$ cat config.mk
export PLATFORM = sky130hd
export DESIGN_NAME = cact_ctrl
export DESIGN_NICKNAME = d
export VERILOG_FILES = /design/src/design/cact_pkg.sv /design/src/design/cact_ctrl.sv
export SDC_FILE = /design/constraint.sdc
export NUM_CORES = 1
export LEC_CHECK = 0
export BUFFER_PORTS_ARGS = -buffer_cell sky130_fd_sc_hd__buf_2
export CAP_MARGIN = 15
export CELL_PAD_IN_SITES_DETAIL_PLACEMENT = 0
export CELL_PAD_IN_SITES_GLOBAL_PLACEMENT = 1
export CORE_AREA = 3 3 40 42
export DETAILED_ROUTE_END_ITERATION = 8
export DIE_AREA = 0 0 43 45
export PLACE_DENSITY = 0.47
export SYNTH_ARGS = -nofsm -noshare
export SYNTH_HDL_FRONTEND = slang
export SYNTH_SLANG_ARGS = --single-unit
$ cat constraint.sdc
create_clock -name clk -period 1.2 [get_ports clk]
set_input_delay 0.24 -clock clk [delete_from_list [all_inputs] [get_ports clk]]
set_output_delay 0.24 -clock clk [all_outputs]
set_load 0.1 [all_outputs]
$ cat src/design/cact_pkg.sv
// shared types and constants for the class attribute count table
`timescale 1ns / 1ps
package cact_pkg;

  localparam int CMD_W    = 3;
  localparam int LABEL_W  = 3;
  localparam int ATTR_W   = 4;
  localparam int VALUE_W  = 4;
  localparam int STATUS_W = 2;
  localparam int COUNT_W  = 24;
  localparam int MASK_W   = 16;

  localparam logic [CMD_W-1:0] CMD_ADD         = 3'd0;
  localparam logic [CMD_W-1:0] CMD_REMOVE      = 3'd1;
  localparam logic [CMD_W-1:0] CMD_READ_JOINT  = 3'd2;
  localparam logic [CMD_W-1:0] CMD_READ_VALUE  = 3'd3;
  localparam logic [CMD_W-1:0] CMD_READ_LABEL  = 3'd4;
  localparam logic [CMD_W-1:0] CMD_DIST_VALUES = 3'd5;
  localparam logic [CMD_W-1:0] CMD_DIST_LABELS = 3'd6;

  localparam logic [STATUS_W-1:0] STAT_OK          = 2'd0;
  localparam logic [STATUS_W-1:0] STAT_NOT_NOMINAL = 2'd1;
  localparam logic [STATUS_W-1:0] STAT_UNDERFLOW   = 2'd2;
  localparam logic [STATUS_W-1:0] STAT_OVERFLOW    = 2'd3;

  localparam logic [MASK_W-1:0] MASK_RESET = 16'hFFFF;

  typedef enum logic [2:0] {
    ST_CLEAR,
    ST_IDLE,
    ST_SCAN,
    ST_DRAIN,
    ST_DONE
  } state_t;

  typedef struct packed {
    logic accept;
    logic scan_rd;
    logic clr_wr;
    logic finish;
  } ctl_t;

  typedef struct packed {
    logic need_scan;
    logic scan_last;
    logic clr_last;
  } sts_t;

endpackage

$ cat src/design/cact_ctrl.sv
// controller state machine for the class attribute count table
`timescale 1ns / 1ps
module cact_ctrl (
  input  logic            clk,
  input  logic            rst,
  input  logic            in_valid,
  output logic            in_ready,
  output logic            out_valid,
  input  logic            out_ready,
  input  cact_pkg::sts_t  sts,
  output cact_pkg::ctl_t  ctl
);

  cact_pkg::state_t state, state_next;
  logic out_free;

  assign out_free = !out_valid || out_ready;

  always_ff @(posedge clk) begin
    if (rst) begin
      state <= cact_pkg::ST_CLEAR;
    end else begin
      state <= state_next;
    end
  end

  always_comb begin
    state_next = state;
    unique case (state)
      cact_pkg::ST_CLEAR: begin
        if (sts.clr_last) state_next = cact_pkg::ST_IDLE;
      end
      cact_pkg::ST_IDLE: begin
        if (in_valid) state_next = sts.need_scan ? cact_pkg::ST_SCAN : cact_pkg::ST_DONE;
      end
      cact_pkg::ST_SCAN: begin
        if (sts.scan_last) state_next = cact_pkg::ST_DRAIN;
      end
      cact_pkg::ST_DRAIN: begin
        state_next = cact_pkg::ST_DONE;
      end
      cact_pkg::ST_DONE: begin
        if (out_free) state_next = cact_pkg::ST_IDLE;
      end
      default: state_next = cact_pkg::ST_CLEAR;
    endcase
  end

  always_comb begin
    ctl      = '0;
    in_ready = 1'b0;
    unique case (state)
      cact_pkg::ST_CLEAR: ctl.clr_wr = 1'b1;
      cact_pkg::ST_IDLE: begin
        in_ready   = 1'b1;
        ctl.accept = in_valid;
      end
      cact_pkg::ST_SCAN:  ctl.scan_rd = 1'b1;
      cact_pkg::ST_DRAIN: ;
      cact_pkg::ST_DONE:  ctl.finish = out_free;
      default: ;
    endcase
  end

  always_ff @(posedge clk) begin
    if (rst) begin
      out_valid <= 1'b0;
    end else if (ctl.finish) begin
      out_valid <= 1'b1;
    end else if (out_ready) begin
      out_valid <= 1'b0;
    end
  end

endmodule

==> results of run 1 <==
-- report_power, final --
group          switching (mW)  leakage, nW  internal [mW]  total [mW]
registers             0.00427       0.0350          0.139       0.144
clock network          0.0567       0.0150          0.125       0.182
logic                   0.174        0.214          0.130       0.304
total                   0.235        0.264          0.395       0.629
-- state kept, by name, indices dropped and copies added, names as in the netlist --
name       flops
out_valid      1
state          3
-- worst max-delay path: cells and delay by family (launching register included) --
kind | cells | cell delay, ns
flops | 1 | 0.33
buf+inv | 1 | 0.17
simple gates | 2 | 0.64
-- placed cells by master, fill, tap and decap left out, types with 2 or more instances in the layout --
master,instances
buf_6,3
buf_2,6
dfxtp_2,2
a21oi_1,2
dfxtp_4,2
buf_12,7
clkbuf_4,3
nand2b_1,3
nor3_4,2
nor2_4,2
buf_4,9
-- cell type report --
cell class	count	area share, %
repair buffers	25	43.8
well taps	15	3.03
flip-flops and latches	4	14.5
multi-input cells	22	33.7
clock buffers	4	4.24
inverters	1	0.606
-- metal layers --
layer | vias to the layer above | part of all wire [%] | global-route usage (%)
met5 | - | 0 | 0
met4 | 0 | 0 | 1.81
met3 | 0 | 4.9 | 5.18
met2 | 12 | 52 | 15.0
met1 | 149 | 43 | 9.13
li1 | 155 | - | -
-- worst max path at each step --
stage | end | startpoint | slack [ns] | depth (start not counted)
2_1_floorplan | ctl[3] | state[2] | -0.51 | 3
3_3_place_gp | ctl[0] | state[0] | -0.17 | 3
3_5_place_dp | ctl[0] | state[0] | -0.18 | 3
4_1_cts | ctl[0] | state[0] | -0.42 | 3
5_1_grt | ctl[0] | state[0] | -0.45 | 3
6_report | ctl[0] | state[0] | -0.42 | 3
-- through the flow --
step,power [mW],instance area [µm²],hold WS (ns)
floorplan,0.310,270,0.299
global placement,0.416,499,0.442
detailed placement,0.419,499,0.453
CTS,0.622,569,0.197
global route,0.660,619,0.216
finish,0.629,619,0.208
-- cells by family after synthesis --
kind of cell	after synthesis
flops	4
compound gates	7
buf+inv	1
simple gates	15
-- timing repair --
item	4_1_cts	5_1_grt
resized for setup	4	9
setup endpoints to repair	6	6
hold buffers	0	0
setup buffers	2	3
pin swaps	3	4
cloned	0	0
==> flow_summary.toml, run 1 <==
[worst_setup_path]
crit_required_ns = 0.96
cp_data_arrival_time_ns = 1.38
end_kind = "primary output"
slowest_stage = "or3b_4"
start_kind = "register"
cp_max_fo = 2
cp_slowest_stage_delay_ns = 0.37
r2r_slack_ns = 0.03
timing.rr.start = "state[0]"
r2r_end = "state[0]"
worst-setup-path-type = "reg -> out"
reg2reg_depth = 5
worstPathCellList = "or3b_4, and2b_4, buf_12"

[logic_synthesis]
yosys-top-cells-count = "dfxtp_1 (4), nand2b_1 (4), a21oi_1 (3), nor2_1 (3), nor3_1 (2)"
synth-simple-area-share_pct = 38.9
synth_top_area_share_pct = 36.6
synth_compound_area_share_pct = 22.9
yosysTopAreaCell = "dfxtp_1"
synth_area_leaders = "dfxtp_1 (37%), nand2b_1 (11%), a21oi_1 (6.9%)"
synth_nets = 34
syn_inst = 27
synth_fa_ha_area_share_pct = 0
yosysSeqAreaShare_pct = 36.6
muxShareOfSynthArea_pct = 0
synth-edff-count = 0
ys_ff_latch = 4
synth_xor_area_share_pct = 0
synth_flop_cell = "dfxtp_1"
synth.distinct_cells = 16
synth_top_family_by_area = "simple AND/OR/NAND/NOR gates"
syn_area_um2 = 219
ys_warn_count = 0
synth.avg_cell_area_um2 = 8.11
async_flop_share_pct = 0

[cts]
h-tree-depth = 1
clkTransAtPathRegs_ns = 0.04
clkLatencyLatePin_ns = 0.24
cts_num_sinks = 4
cts_tree = "built"
cts-root-buf = "clkbuf_4"
clockBufferDepth = 2
cts_buffers = 3

[placement]
dp_hpwl_um = 578
gp_congestion = 0.744
dpl_worst_slack_ns = -0.181
io_buffers = 12
placed_cells = 62

[cells_and_area]
diodes = 0
area_growth_syn_to_layout_pct = 183
seqCellArea_um2 = 90.1
multi_input_area_um2 = 209
drive_gt1_share_pct = 82.1
nets = 64
postLayoutCoreUtil_pct = 48.2
finalNonFillerCells = 71
fillers = 117

[sta]
tightestPinTransition_ns = 0.188
setup_violations = 5
finalSetupTns_ns = -1.37
drv_slew = 0
hold_violations = 0
min_period_ns = 1.62
slew_headroom_pct = 87.5
fin_ws_ns = -0.417
clock_skew_ns = 0.00800
period_share_pct = 135
fmax_mhz = 618
rsz0062_at_grt = "yes"

[global_route]
grt_max_degree = 8
grt_antenna_before_repair = 0
grtUsageTotal_pct = 8.65
grt_pass1_wl_um = 1220
grt_pass1_vias = 314
overflow = 0

[power_and_ir_drop]
cellPowerDensity_nw_per_um2 = 1020
ir_worst_vdd_mv = 0.426
p_leak_nw = 0.264

[floorplanning]
die_w_um = 43
io_pins = 13
core-area_um2 = 1280
dieArea_um2 = 1940
fp-row-count = 13
die_h_um = 45
initial_core_util_pct = 17.0

[routing]
vias = 316
drt_iter0_drc = 5
ant_nets = 0
drtPass1Iterations = 4
drc_errors = 0
routed_wirelength_um = 817
drt-wirelength-per-cell_um = 11.5
detail_route.vias_per_cell = 4.45

[run]
drv_cap = 0

[run_status]
failed_checks = "negative setup slack"
outcome = "finished, violations left"

[hold_path]
hold_path_class = "in -> reg"
hp-start = "rst"
hold-path-cell-count = 2
whs_endpoint = "state[0]"
No activity file was read; power rests on OpenSTA's default activity.
==> run 2: changes to the inputs <==
ABC_AREA = 1   (was unset)
PLACE_DENSITY = 0.55   (was 0.47)
clock period = 1.5 ns   (was 1.2 ns; I/O delays follow)
==> flow_summary.toml, run 2 <==
[run_status]
outcome = "finished, violations left"
failed_checks = "negative setup slack"

[placement]
placed_cells = 72
io_buffers = 12
dp_hpwl_um = 603
gp_congestion = 0.653

[cells_and_area]
largest_register_ff_count = 3
fillers = 133
reg_top3 = "state x3, out_valid x1"
final_common_cell = "nor2_1"
multi_input_area_um2 = 226
diodes = 0
area_growth_syn_to_layout_pct = 96.9
drive_gt1_share_pct = 54.8
nets = 70
finalNonFillerCells = 77
regMostFlops = "state"
layout_common_cells = "nor2_1 (11), nand2_1 (9), buf_2 (7), buf_12 (6)"
seqCellArea_um2 = 92.6
postLayoutCoreUtil_pct = 43.3

[worst_setup_path]
worst-setup-path-type = "reg -> out"
timing.rr.start = "state[1]"
cp_data_arrival_time_ns = 1.22
path_buf_inv = 2
start_kind = "register"
slowest_stage = "dfxtp_2"
cp_common_cell = "buf_12"
crit_family = "buffers and inverters"
r2r_end = "state[2]"
cp_slowest_stage_delay_ns = 0.32
reg2reg_depth = 8
end_kind = "primary output"
worstPathCellList = "buf_12, nor4_4, buf_12"
cp_max_fo = 9
r2r_slack_ns = 0.26
crit_required_ns = 1.20

[hold_path]
hp-start = "rst"
whs_endpoint = "out_valid"
hold-path-cell-count = 2
hold_path_class = "in -> reg"

[sta]
finalSetupTns_ns = -0.0242
min_period_ns = 1.52
fmax_mhz = 656
rsz0062_at_grt = "yes"
hold_violations = 0
holdWs_ns = 0.210
slew_headroom_pct = 68.0
tightestPinTransition_ns = 0.483
setup_violations = 1
clock_skew_ns = 0.00986
period_share_pct = 102
drv_slew = 0
fin_ws_ns = -0.0242

[cts]
cts-root-buf = "clkbuf_4"
cts_num_sinks = 4
clockBufferDepth = 2
cts_tree = "built"
clkLatencyLatePin_ns = 0.24
h-tree-depth = 1
clkTransAtPathRegs_ns = 0.05
cts_buffers = 3

[global_route]
grtUsageTotal_pct = 10.0
overflow = 0
grt_pass1_vias = 311
grt_antenna_before_repair = 0
grt_pass1_wl_um = 1380
grt_max_degree = 10

[logic_synthesis]
syn_inst = 46
yosys-top-cells-count = "nor2_1 (12), nand2_1 (9), inv_1 (5)"
synth_most_common_cell = "nor2_1"
synth_area_leaders = "dfxtp_1 (28%), nor2_1 (16%), nand2_1 (12%)"
synth_nets = 53
synth.distinct_cells = 15
yosysSeqAreaShare_pct = 28.3
syn_area_um2 = 283
async_flop_share_pct = 0
ys_warn_count = 0
yosysTopAreaCell = "dfxtp_1"
synth-edff-count = 0
synth.avg_cell_area_um2 = 6.15
synth_flop_cell = "dfxtp_1"
ys_ff_latch = 4
synth_top_area_share_pct = 28.3

[routing]
detail_route.vias_per_cell = 4.38
drc_errors = 0
vias = 337
ant_nets = 0
drt-wirelength-per-cell_um = 9.68
drtPass1Iterations = 2
drt_iter0_drc = 2
routed_wirelength_um = 745

[floorplanning]
fp-row-count = 13
core-area_um2 = 1280
die_w_um = 43
io_pins = 13
die_h_um = 45
initial_core_util_pct = 22.0
dieArea_um2 = 1940

[run]
drv_cap = 0
## run 2: changes by cell type after synthesis, sizes merged, moves of 2 or more
cell / previous run / this run
nand2b: 4 / 0
nor2: 3 / 14
nor4: 0 / 2
nand3: 0 / 2
a21oi: 3 / 1
nand2: 1 / 10
buf: 0 / 2
nand3b: 0 / 2
inv: 1 / 6
## run 2: through the flow
stage	instance area, µm²	worst slack [ns]
CTS	544	-0.0395
floorplan	363	-0.425
detailed placement	514	0.178
global route	557	-0.0667
finish	557	-0.0242
global placement	514	0.191
## run 2: cell type report
type	instances	share of cell area, %
Timing Repair Buffer	14	29.2
Sequential cell	4	16.6
Tap cell	15	3.37
Inverter	6	5.39
Clock buffer	4	4.72
Multi-Input combinational cell	34	40.7
## run 2: metal layers
| layer | global-route usage (%) | part of all wire (%) | up-vias |
|---|---|---|---|
| li1 | - | - | 177 |
| met1 | 12.3 | 46 | 153 |
| met2 | 13.8 | 48 | 7 |
| met3 | 6.77 | 5.8 | 0 |
| met4 | 3.61 | 0 | 0 |
| met5 | 0 | 0 | - |
## run 2: logic make-up (layout without fill, tap and decap cells)
group	Yosys count	after routing	synth area share [%]
AO/OA/AOI/OAI	1	1	1.77
AND/OR/NAND/NOR	33	33	56.6
buffers and inverters	8	24	13.3
flip-flops	4	4	28.3
## run 2: worst max path at each step
stage | startpoint | endpoint | slack, ns | cells past startpoint
after floorplan | out_valid | out_valid | -0.43 | 5
after global placement | state[1] | ctl[2] | 0.19 | 3
after detailed placement | state[1] | ctl[2] | 0.18 | 3
after CTS | state[2] | ctl[3] | -0.04 | 3
after global routing | state[2] | ctl[3] | -0.07 | 3
final | state[2] | ctl[3] | -0.02 | 3
## run 2: repair_timing
action,CTS,global route
endpoints found under the hold margin,0,0
pin swaps,0,1
endpoints found under the setup margin,3,4
hold buffers,0,0
gates resized for setup,2,3
setup buffers,0,1
Power of run 2 is left out: the tool's default activity adds up to more than one toggle a clock period on the data nets, which glitch-free logic cannot reach.
==> run 3: changes to the inputs <==
ABC_AREA = unset   (was 1)
PLACE_DENSITY = 0.45   (was 0.55)
clock period = 1.7 ns   (was 1.5 ns; I/O delays follow)
==> flow_summary.toml, run 3 (same netlist as run 1, synthesis figures left out) <==
[routing]
drtPass1Iterations = 4
routed_wirelength_um = 653
vias = 277
detail_route.vias_per_cell = 4.62
drt_iter0_drc = 7
drc_errors = 0
ant_nets = 0
drt-wirelength-per-cell_um = 10.9

[worst_setup_path]
end_kind = "primary output"
cp_max_fo = 3
start_kind = "register"
reg2reg_depth = 4
crit_required_ns = 1.36
worst-setup-path-type = "reg -> out"
worstPathCellList = "or3b_4, and2b_4, buf_12"
cp_slowest_stage_delay_ns = 0.40
slowest_stage = "or3b_4"
cp_data_arrival_time_ns = 1.37

[global_route]
grtUsageTotal_pct = 8.58
grt_max_degree = 8
grt_pass1_vias = 287
overflow = 0
grt_antenna_before_repair = 0
grt_pass1_wl_um = 1210

[sta]
rsz0062_at_grt = "yes"
slew_headroom_pct = 67.9
setup_violations = 1
holdWs_ns = 0.303
clock_skew_ns = 0.00230
drv_slew = 0
fmax_mhz = 586
min_period_ns = 1.71
finalSetupTns_ns = -0.00589
hold_violations = 0
period_share_pct = 100
tightestPinTransition_ns = 0.485
fin_ws_ns = -0.00589

[power_and_ir_drop]
cellPowerDensity_nw_per_um2 = 854
ir_worst_vdd_mv = 0.272
p_leak_nw = 0.196
fin_total_pwr_mw = 0.392

[floorplanning]
core-area_um2 = 1280
io_pins = 13
fp-row-count = 13
dieArea_um2 = 1940
die_h_um = 45
die_w_um = 43
initial_core_util_pct = 17.0

[cts]
cts-root-buf = "clkbuf_4"
post_cts_buffers = 0
clockBufferDepth = 2
cts_num_sinks = 4
cts_tree = "built"
cts_buffers = 3
clkLatencyLatePin_ns = 0.23
h-tree-depth = 1
clkTransAtPathRegs_ns = 0.04

[cells_and_area]
final_common_cell = "buf_2"
finalNonFillerCells = 60
largest_register_ff_count = 3
diodes = 0
final_cell_area_um2 = 459
fillers = 138
nets = 54
area_growth_syn_to_layout_pct = 110
regMostFlops = "state"
reg_top3 = "state x3, out_valid x1"
multi_input_area_um2 = 174
seqCellArea_um2 = 82.6
drive_gt1_share_pct = 60.0
layout_common_cells = "buf_2 (7), buf_12 (5)"

[placement]
dp_hpwl_um = 493
gp_congestion = 0.728
dpl-instance-area_um2 = 424
io_buffers = 12
placed_cells = 57

[hold_path]
hold_path_class = "in -> reg"
hold-path-cell-count = 2

[run]
drv_cap = 0

[run_status]
outcome = "finished, violations left"
failed_checks = "negative setup slack"
run 3: final cells by class:
cell class,instances,share of cell area (%)
inverters,1,0.817
flip-flops and latches,4,18.0
multi-input cells,22,37.9
clock buffers,3,4.90
repair buffers,15,34.3
well taps,15,4.09
run 3: path summary, 6_finish.rpt:
kind / startpoint / endpoint / slack, ns
hold / removal: rst / out_valid / 0.30
hold reg to reg: state[1] / out_valid / 0.55
setup / recovery: state[0] / ctl[0] / -0.006
setup reg to reg: state[2] / state[0] / 0.60
run 3: what timing repair did:
item | 4_1_cts | 5_1_grt
hold buffers | 0 | 0
setup endpoints to repair | 2 | 2
gates resized for setup | 3 | 1
run 3: layer usage:
layer | up-vias | global-route usage [%] | wire length [µm]
li1 | 136 | - | -
met1 | 119 | 7.95 | 242
met2 | 18 | 15.0 | 341
met3 | 4 | 4.38 | 61
met4 | 0 | 5.42 | 7
met5 | - | 0 | 0
run 3: power breakdown:
part	internal (mW)	switching (mW)	leakage (nW)
Clock	0.0787	0.0352	0.0138
Sequential	0.0994	0.00234	0.0336
Combinational	0.0663	0.110	0.149
Total	0.244	0.148	0.196
run 3: critical path, delay by kind of cell (launching register included):
kind | cells | cell delay [ns]
buffers and inverters | 1 | 0.17
flip-flops | 1 | 0.30
AND/OR/NAND/NOR | 2 | 0.67
run 3: through the flow:
step	worst slack (ns)	util, %
global placement	0.216	33.0
global route	-0.0438	35.7
finish	-0.00589	35.7
CTS	-0.0144	35.6
floorplan	-0.332	-
detailed placement	0.223	33.0
